===== config.mk =====
export PLATFORM = sky130hd
export DESIGN_NAME = bda_ctrl
export DESIGN_NICKNAME = d
export VERILOG_FILES = /design/src/hw/rtl/bda_pkg.sv /design/src/hw/rtl/bda_ctrl.sv
export SDC_FILE = /design/constraint.sdc
export NUM_CORES = 1
export LEC_CHECK = 0
export BUFFER_PORTS_ARGS = -buffer_cell sky130_fd_sc_hd__buf_4
export CAP_MARGIN = 25
export CORE_AREA = 2 2 39 41
export DETAILED_ROUTE_END_ITERATION = 6
export DIE_AREA = 0 0 41 43
export PLACE_DENSITY = 0.39
export SYNTH_ARGS = -nofsm -noshare
export SYNTH_HDL_FRONTEND = slang
export SYNTH_SLANG_ARGS = --single-unit

===== constraint.sdc =====
create_clock -name clk -period 2.9 [get_ports clk]
set_clock_uncertainty 0.1 [all_clocks]
set_input_delay 0.58 -clock clk [delete_from_list [all_inputs] [get_ports clk]]
set_output_delay 0.58 -clock clk [all_outputs]
set_load 0.01 [all_outputs]

===== src/hw/rtl/bda_pkg.sv =====
// shared types and constants for the binary to decimal ascii converter
// used by bda_ctrl, bda_datapath and binary_to_decimal_ascii
`timescale 1ns / 1ps

package bda_pkg;

  localparam int VALUE_W = 32;
  localparam int DIGIT_W = 4;
  localparam int CHAR_W  = 6;
  localparam int DATA_IN_W  = 32;
  localparam int DATA_OUT_W = 8;

  // ascii '0' reduced to the six-bit character field
  localparam logic [CHAR_W-1:0] ASCII_ZERO = 6'd48;

  // divide by ten as multiply by ceil(2^35 / 10) and shift right by 35
  localparam logic [VALUE_W-1:0] DIV10_RECIP = 32'hCCCCCCCD;
  localparam int DIV10_SHIFT = 35;

  // a 32-bit value never has more than ten decimal digits
  localparam int MAX_VALUE_DIGITS = 10;

  // controller states, one-hot
  typedef enum logic [2:0] {
    ST_IDLE   = 3'b001,
    ST_DIVIDE = 3'b010,
    ST_EMIT   = 3'b100
  } state_t;

  // commands from controller to datapath
  typedef struct packed {
    logic load;   // capture a new value
    logic step;   // one divide-by-ten step
    logic emit;   // move one digit into the output register
  } ctrl_cmd_t;

  // status from datapath to controller
  typedef struct packed {
    logic div_last;   // current divide step is the final one
    logic out_free;   // output register can take a character
    logic emit_last;  // next character out is the least significant
  } dp_status_t;

endpackage


===== src/hw/rtl/bda_ctrl.sv =====
// controller state machine for the binary to decimal ascii converter
// depends on bda_pkg for the state, command and status types
`timescale 1ns / 1ps

module bda_ctrl (
  input  logic                clk,
  input  logic                rst,
  input  logic                in_valid,
  output logic                in_ready,
  input  bda_pkg::dp_status_t status,
  output bda_pkg::ctrl_cmd_t  cmd
);

  import bda_pkg::*;

  state_t state;
  state_t state_next;

  // state register
  always_ff @(posedge clk) begin
    if (rst) begin
      state <= ST_IDLE;
    end else begin
      state <= state_next;
    end
  end

  // next state and commands
  always_comb begin
    state_next = state;
    cmd        = '0;
    in_ready   = 1'b0;
    unique case (state)
      ST_IDLE: begin
        // no request is taken while reset is held
        in_ready = !rst;
        if (in_valid && !rst) begin
          cmd.load   = 1'b1;
          state_next = ST_DIVIDE;
        end
      end
      ST_DIVIDE: begin
        cmd.step = 1'b1;
        if (status.div_last) begin
          state_next = ST_EMIT;
        end
      end
      ST_EMIT: begin
        if (status.out_free) begin
          cmd.emit = 1'b1;
          if (status.emit_last) begin
            state_next = ST_IDLE;
          end
        end
      end
      default: begin
        state_next = ST_IDLE;
      end
    endcase
  end

endmodule


==> qor.csv, run 1 <==
metric;value;unit
regMostFlops;state;
post-cts-setup-buffer-count;0;
r2r-start;state[2];
start_kind;flip-flop;
fin_crit;2.036;ns
ir_drop;150.9;µV
row_count;14;
seqCellArea;60.06;µm²
avgSynthCellArea;8.486;µm²
final_common_cell;buf_4;
largest_reg_flops;3;
crit_chain;inv_1 -> nor4_2 -> and2_1 -> buf_4;
hold_start;rst;
slew-limit-headroom;82.64;%
cts_root_buf;clkbuf_4;
dpl.hpwl;349.5;µm
nNetsFinal;41;
leakagePower;0.0001268;µW
max_cap_violations;0;
r2r_cells;3;
hold_path_class;in -> reg;
start_util;14.10;%
power_density;491.3;nW/µm²
grt_pass1_vias;186;
dieArea;1763;µm²
die-width;41;µm
rrSetupSlack;1.52;ns
crit_required;2.22;ns
via_count;205;
rsz0062_at_grt;false;
viasPerCell;4.100;
yosysWarnings;0;
crit_cells;4;
netlist_area;195.2;µm²
detail-route-antenna-nets;0;
whs_path_depth;2;
cts_made_buffers;3;
crit_type;reg -> out;
grt_pass1_wl;738;µm
fill_cells;157;
ys_ff_latch;3;
cts_hold_repair.buffers;0;
crit_arrival;1.36;ns
dp.cells;46;
antenna_found_initial;0;
setup_viol;0;
worst_pin_slew;0.2582;ns
multiInputGateArea;118.9;µm²
wire_per_inst;8.880;µm
crit_buf_inv;2;
postSynthCellCount;23;
layout_common_cells;buf_4 (9), nor3_1 (3), clkbuf_4 (3), dfxtp_1 (3), nor2b_1 (2);
area_delta_synth_final;51.92;%
first_pass_iters;4;
critPathTopFamily;simple AND/OR/NAND/NOR gates;
ios;10;
initialDrtViolationCount;1;
cts.clk_slew.worst_paths;0.04;ns
grt_max_degree;9;
utilization;21.43;%
finalHoldViolations;0;
min_to;state[2];
place_congestion;0.7116;
die_h;43;µm
cp-end-kind;output port;
synth_cell_types;18;
crit_fanout;8;
top_regs;state (3);
timing.final.crit_share;70.20;%
clockBufferDepth;2;
h-tree-depth;1;
crit_slowest_cell;dfxtp_1;
synthesis.nets;29;
worst_path_largest_cell_delay;0.44;ns
whs;0.4488;ns
outcome;completed;
drive_above_1_share;41.18;%
reg2reg_to;state[0];
cts_resized;0;
cts_tree;yes;
drt-total-wl;444;µm
port-buffer-count;9;
seq_area_frac_synth;30.77;%
grt_overflow_total;0;
setup_tns;0;ns
finalNonFillerCells;50;
report.final.slew_viol_count;0;
fmax;0.4912;GHz
drcViolationCount;0;
diodes;0;
cts.sinks;3;
core;1384;µm²
clk_latency;0.23;ns
grt_usage;6.419;%
[cell families after synthesis]
group	synth area share [%]
compound gates	15.38
buf+inv	8.330
flops	30.77
mux	5.128
simple gates	40.38
[routing by layer]
| layer | up-vias | track usage [%] | share of wire (%) |
|---|---|---|---|
| met5 | - | 0 | 0 |
| met4 | 0 | 6.000 | 0 |
| met3 | 0 | 3.141 | 7.4 |
| met2 | 7 | 8.125 | 53 |
| met1 | 92 | 7.372 | 39 |
| li1 | 106 | - | - |
[metrics by stage]
stage	cell area [µm²]	power (µW)	setup slack [ns]
3_5_place_dp	270.3	74.22	1.039
6_report	296.5	145.7	0.8642
3_3_place_gp	270.3	73.99	1.093
4_1_cts	296.5	149.3	0.8521
5_1_grt	296.5	156.0	0.7538
2_1_floorplan	195.2	62.43	1.151
[synth_stat cells]
master	number	area share, %
a21boi_2	1	5.8
a21oi_1	1	2.6
a221oi_1	1	4.5
and2_1	1	3.2
and3b_1	1	4.5
buf_2	1	2.6
buf_4	1	3.8
dfxtp_1	3	31
inv_1	1	1.9
mux2i_1	1	5.1
nand2_1	1	1.9
nor2_1	1	1.9
nor2b_1	2	6.4
nor3_1	3	7.7
nor3b_1	1	3.8
nor4_2	1	6.4
o21ai_0	1	2.6
or3b_1	1	4.5
[area by class of cell]
class	instances	area share, %
Multi-Input combinational cell	17	40.08
Sequential cell	3	20.25
Timing Repair Buffer	9	22.78
Tap cell	16	6.751
Inverter	1	1.266
Clock buffer	4	8.861
[report_power, final]
| part | switching [µW] | internal, µW |
|---|---|---|
| combinational | 9.24 | 15.1 |
| clock | 20.8 | 51.5 |
| sequential | 5.02 | 44.1 |
[worst max-delay path by stage]
stage | to | start | slack, ns
after global placement | cmd[2] | rst | 1.09
after CTS | cmd[2] | state[0] | 0.85
after detailed placement | cmd[2] | rst | 1.04
after floorplan | cmd[2] | rst | 1.15
final | cmd[2] | state[0] | 0.86
after global routing | cmd[2] | state[0] | 0.75
No activity file was read; power rests on OpenSTA's default activity.
==> run 2: changes to the inputs <==
ABC_AREA = 1   (was unset)
clock period = 1.9 ns   (was 2.9 ns; I/O delays follow)
==> run 2 against run 1 <==
Count of clock-buffer cells in the layout did not move. Area after synthesis is 4.5% higher. Clock power is 54% higher. Critical path depth increased by 1. Worst hold slack lost 0.21 ns. Via count up 4.4%. Sequential share of layout area decreased by 0.90 points. Sequential power up 69%. First-iteration DRC count grew to 3.0 times the previous value. Sequential cell count unchanged. Critical path type unchanged.
==> qor.csv, run 2 <==
metric;value;unit
setup_viol;0;
synth.area.mux_share;0;%
crit_buf_inv;3;
slew-limit-headroom;88.60;%
setup_tns;0;ns
critPathTopFamily;flip-flops;
yosysWarnings;0;
fin_crit;1.596;ns
grt_overflow_total;0;
cp-end-kind;output port;
start_kind;flip-flop;
grt_usage;6.914;%
hold_path_class;in -> reg;
seq_area_frac_synth;29.45;%
cts_root_buf;clkbuf_4;
row_count;14;
switching_share;32.40;%
drcViolationCount;0;
ios;10;
power;287.4;µW
port-buffer-count;9;
diodes;0;
final_common_cell;buf_4;
clk_latency;0.23;ns
pwr-share-comb;32.6;%
clockBufferDepth;2;
synthAdderAreaFrac;0;%
timing.final.crit_share;84.00;%
drive_above_1_share;43.90;%
worst_pin_slew;0.1708;ns
crit_fanout;4;
antenna_found_initial;0;
leakagePower;0.0001918;µW
layout_common_cells;buf_4 (9), nand2_1 (6);
synth_edf_count;0;
crit_required;1.42;ns
synth_area_leaders;dfxtp_1 (29%), nand2_1 (11%), nand3b_4 (9.8%);
yosysTopAreaCell;dfxtp_1;
crit_type;reg -> out;
die-width;41;µm
r2r-start;state[2];
cts.sinks;3;
ys_top_cells_by_count;nand2_1 (6), dfxtp_1 (3), inv_1 (3), nand3_1 (3);
wire_per_inst;8.140;µm
worst_path_largest_cell_delay;0.33;ns
dp_slack;0.5332;ns
initialDrtViolationCount;3;
start_util;14.74;%
largest_reg_flops;3;
synth.top_cell.area_share;29.45;%
avgSynthCellArea;7.033;µm²
outcome;completed;
core;1384;µm²
cts_made_buffers;3;
yosysMostFrequentCell;nand2_1;
grt_max_degree;5;
p_switching;93.14;µW
power_density;926.3;nW/µm²
max_cap_violations;0;
intPower;194.3;µW
cts_hold_repair.buffers;0;
crit_chain;inv_2 -> nor2_2 -> nand4_1 -> inv_1 -> buf_4;
dieArea;1763;µm²
drt-total-wl;464;µm
crit_arrival;1.12;ns
grt_pass1_vias;196;
async_flop_share;0;%
post-cts-setup-buffer-count;0;
clockPowerShare;38.5;%
hold_start;rst;
top_regs;state (3);
cts.clk_slew.worst_paths;0.04;ns
synth_cell_types;14;
grt_pass1_wl;759;µm
postSynthCellCount;29;
area_delta_synth_final;52.15;%
nNetsFinal;48;
report.final.slew_viol_count;0;
place_congestion;0.7819;
h-tree-depth;1;
regMostFlops;state;
cts_resized;0;
seqPwrFrac;28.9;%
finalHoldViolations;0;
reg2reg_to;state[2];
fmax;0.6266;GHz
cts_tree;yes;
netlist_area;203.9;µm²
synth_compound_area_share;7.362;%
yosys.area_share.xor_xnor;0;%
ys_ff_latch;3;
rsz0062_at_grt;false;
synth_top_family_by_area;simple AND/OR/NAND/NOR gates;
r2r_cells;4;
whs_path_depth;2;
setup_slack;0.3040;ns
detail-route-antenna-nets;0;
dpl.hpwl;375.6;µm
min_to;state[1];
synth_ff_type;dfxtp_1;
synthSimpleGateAreaFrac;50.31;%
crit_slowest_cell;dfxtp_1;
die_h;43;µm
viasPerCell;3.754;
rrSetupSlack;0.82;ns
first_pass_iters;3;
synthesis.nets;35;
via_count;214;
ir_drop;233.1;µV
run 2: changes by cell type after synthesis, sizes merged, moves of 2 or more:
cell   previous run  this run
nor2b             2         0
nor3              3         0
nor2              1         4
nand3             0         3
inv               1         5
nand4             0         2
nand2             1         6
run 2: area by class of cell:
type                            count  area [µm²]
Fill cell                         163        1074
Multi-Input combinational cell     20       117.6
Timing Repair Buffer                9       67.56
Sequential cell                     3       60.06
Clock buffer                        4       26.28
Tap cell                           16       20.02
Inverter                            5       18.77
run 2: worst max path at each step:
stage / startpoint / endpoint / slack, ns / depth (start not counted)
after floorplan: state[0] / in_ready / 0.68 / 4
after global placement: rst / cmd[2] / 0.53 / 5
after detailed placement: rst / cmd[2] / 0.53 / 5
after CTS: state[0] / cmd[2] / 0.29 / 5
after global routing: state[0] / cmd[2] / 0.20 / 5
final: state[0] / cmd[2] / 0.30 / 5
run 2: stage by stage:
| stage | util (%) | hold slack, ns | instance area (µm²) | instances |
|---|---|---|---|---|
| 6_report | 22.42 | 0.2404 | 310.3 | 57 |
| 4_1_cts | 22.42 | 0.2316 | 310.3 | 57 |
| 2_1_floorplan | - | 0.3424 | 203.9 | 29 |
| 5_1_grt | 22.42 | 0.2261 | 310.3 | 57 |
| 3_5_place_dp | 20.52 | 0.4794 | 284.0 | 53 |
| 3_3_place_gp | 20.52 | 0.4770 | 284.0 | 53 |
run 2: kinds of logic (layout without fill, tap and decap cells):
logic type / Yosys count / after routing
flops: 3 / 3
buf+inv: 6 / 18
simple gates: 18 / 18
compound gates: 2 / 2
run 2: power groups by stage:
stage	Clock, µW	Sequential [µW]	Combinational [µW]
after floorplan	0	82.1	64.1
after global placement	0	84.4	95.6
after detailed placement	0	84.4	94.0
after CTS	117	83.4	94.4
after global routing	126	85.1	106
final	111	83.1	93.7
run 2: metal layers:
| metal | part of all wire, % | up-vias | GRT usage, % |
|---|---|---|---|
| li1 | - | 118 | - |
| met1 | 52 | 89 | 8.946 |
| met4 | 0 | 0 | 4.000 |
| met5 | 0 | - | 0 |
| met2 | 40 | 7 | 7.187 |
| met3 | 8.4 | 0 | 6.283 |
==> run 3: changes to the inputs <==
ABC_AREA = 0   (was 1)
clock period = 1.5 ns   (was 1.9 ns; I/O delays follow)
==> run 3 against run 2 <==
The flow now finishes with violations (setup timing). Non-clock buffer count up 1. Critical path depth down 1. First-iteration DRC count shrank 67%. Wire length grew 9.3%. Via count fell by 2.3%. Cell count decreased by 11%. Critical path type unchanged.
==> qor.csv, run 3 (same netlist as run 1, synthesis figures left out) <==
metric;value;unit
clockBufferDepth;2;
dp.cells;47;
start_kind;flip-flop;
cts_made_buffers;3;
nNetsFinal;42;
clk_latency;0.24;ns
grt_max_degree;9;
hold_start;rst;
initialDrtViolationCount;1;
start_util;14.10;%
outcome;finished, violations left;
setup_viol;1;
report.final.slew_viol_count;0;
crit_required;1.10;ns
ios;10;
cts.clk_slew.worst_paths;0.04;ns
antenna_found_initial;0;
fmax;0.6477;GHz
hold_path_class;in -> reg;
grt_overflow_total;0;
detail-route-antenna-nets;0;
cts_tree;yes;
dpl.hpwl;355.1;µm
die-width;41;µm
crit_type;reg -> out;
reg2reg_to;state[0];
grt_pass1_wl;821;µm
top_regs;state (3);
min_to;state[2];
grt_usage;7.823;%
largest_reg_flops;3;
wire_per_inst;9.941;µm
rrSetupSlack;0.23;ns
drive_above_1_share;60.00;%
power_density;926.3;nW/µm²
die_h;43;µm
max_cap_violations;0;
diodes;0;
fill_cells;152;
crit_fanout;2;
layout_common_cells;buf_4 (9), clkbuf_4 (3), dfxtp_2 (3);
finalNonFillerCells;51;
final_common_cell;buf_4;
crit_chain;inv_2 -> nor4_4 -> and2_1 -> buf_6;
violations;setup timing;
grt_pass1_vias;202;
cts.sinks;3;
first_pass_iters;4;
setup_slack;-0.04403;ns
via_count;209;
regMostFlops;state;
worst_pin_slew;0.2107;ns
drcViolationCount;0;
r2r_cells;3;
whs;0.1608;ns
core;1384;µm²
rsz0062_at_grt;true;
port-buffer-count;9;
place_congestion;0.7377;
leakagePower;0.0001347;µW
ir_drop;538.8;µV
h-tree-depth;1;
r2r-start;state[2];
fin_crit;1.544;ns
crit_slowest_cell;dfxtp_2;
crit_arrival;1.14;ns
dieArea;1763;µm²
cts_root_buf;clkbuf_4;
whs_path_depth;2;
viasPerCell;4.098;
worst_path_largest_cell_delay;0.32;ns
slew-limit-headroom;85.85;%
row_count;14;
cp-end-kind;output port;
area_delta_synth_final;69.23;%
utilization;23.87;%
cts_hold_repair.buffers;0;
dp_slack;0.1338;ns
timing.final.crit_share;102.9;%
post-cts-setup-buffer-count;0;
finalHoldViolations;0;
power;306.0;µW
drt-total-wl;507;µm
run 3: what timing repair did:
item                       in CTS  in global routing
gates cloned                    0                  0
setup endpoints to repair       2                  3
pin swaps                       2                  0
resized for setup               6                  2
run 3: metal layers:
| layer | track usage [%] | routed length (µm) | up-vias |
|---|---|---|---|
| met2 | 8.125 | 204 | 7 |
| met5 | 0 | 0 | - |
| met1 | 8.974 | 221 | 91 |
| met3 | 4.712 | 45 | 4 |
| li1 | - | - | 107 |
| met4 | 10.00 | 35 | 0 |
run 3: worst max path at each step:
| stage | slack, ns | to | start | cells past startpoint |
|---|---|---|---|---|
| after CTS | -0.05 | cmd[2] | state[0] | 4 |
| after detailed placement | 0.13 | cmd[2] | state[1] | 3 |
| after global placement | 0.16 | cmd[2] | state[1] | 3 |
| final | -0.04 | cmd[2] | state[0] | 4 |
| after global routing | -0.08 | cmd[2] | state[0] | 4 |
| after floorplan | 0.04 | cmd[2] | state[0] | 3 |
run 3: area by class of cell:
type / count / area [µm²] / area share, %
flip-flops and latches: 3 / 63.81 / 19.32
clock buffers: 4 / 26.28 / 7.955
well taps: 16 / 20.02 / 6.061
multi-input cells: 17 / 137.6 / 41.67
repair buffers: 10 / 78.83 / 23.86
inverters: 1 / 3.754 / 1.136
run 3: per-stage QoR:
stage               cell area [µm²]  setup TNS, ns
finish                        330.3       -0.04403
global route                  330.3       -0.08474
CTS                           320.3       -0.04995
detailed placement            277.8              0
global placement              277.8              0
floorplan                     195.2              0
run 3: where the power goes:
part	leakage [µW]	switching, µW	total, µW	internal, µW
clock network	0.0000150	50.6	151	100
logic	0.0000944	24.8	61.1	36.3
registers	0.0000252	7.73	93.9	86.2
run 3: worst max-delay path, delay by kind of cell (launching register included):
kind	cells	cell delay, ns
simple gates	2	0.43
buf+inv	2	0.15
flops	1	0.32
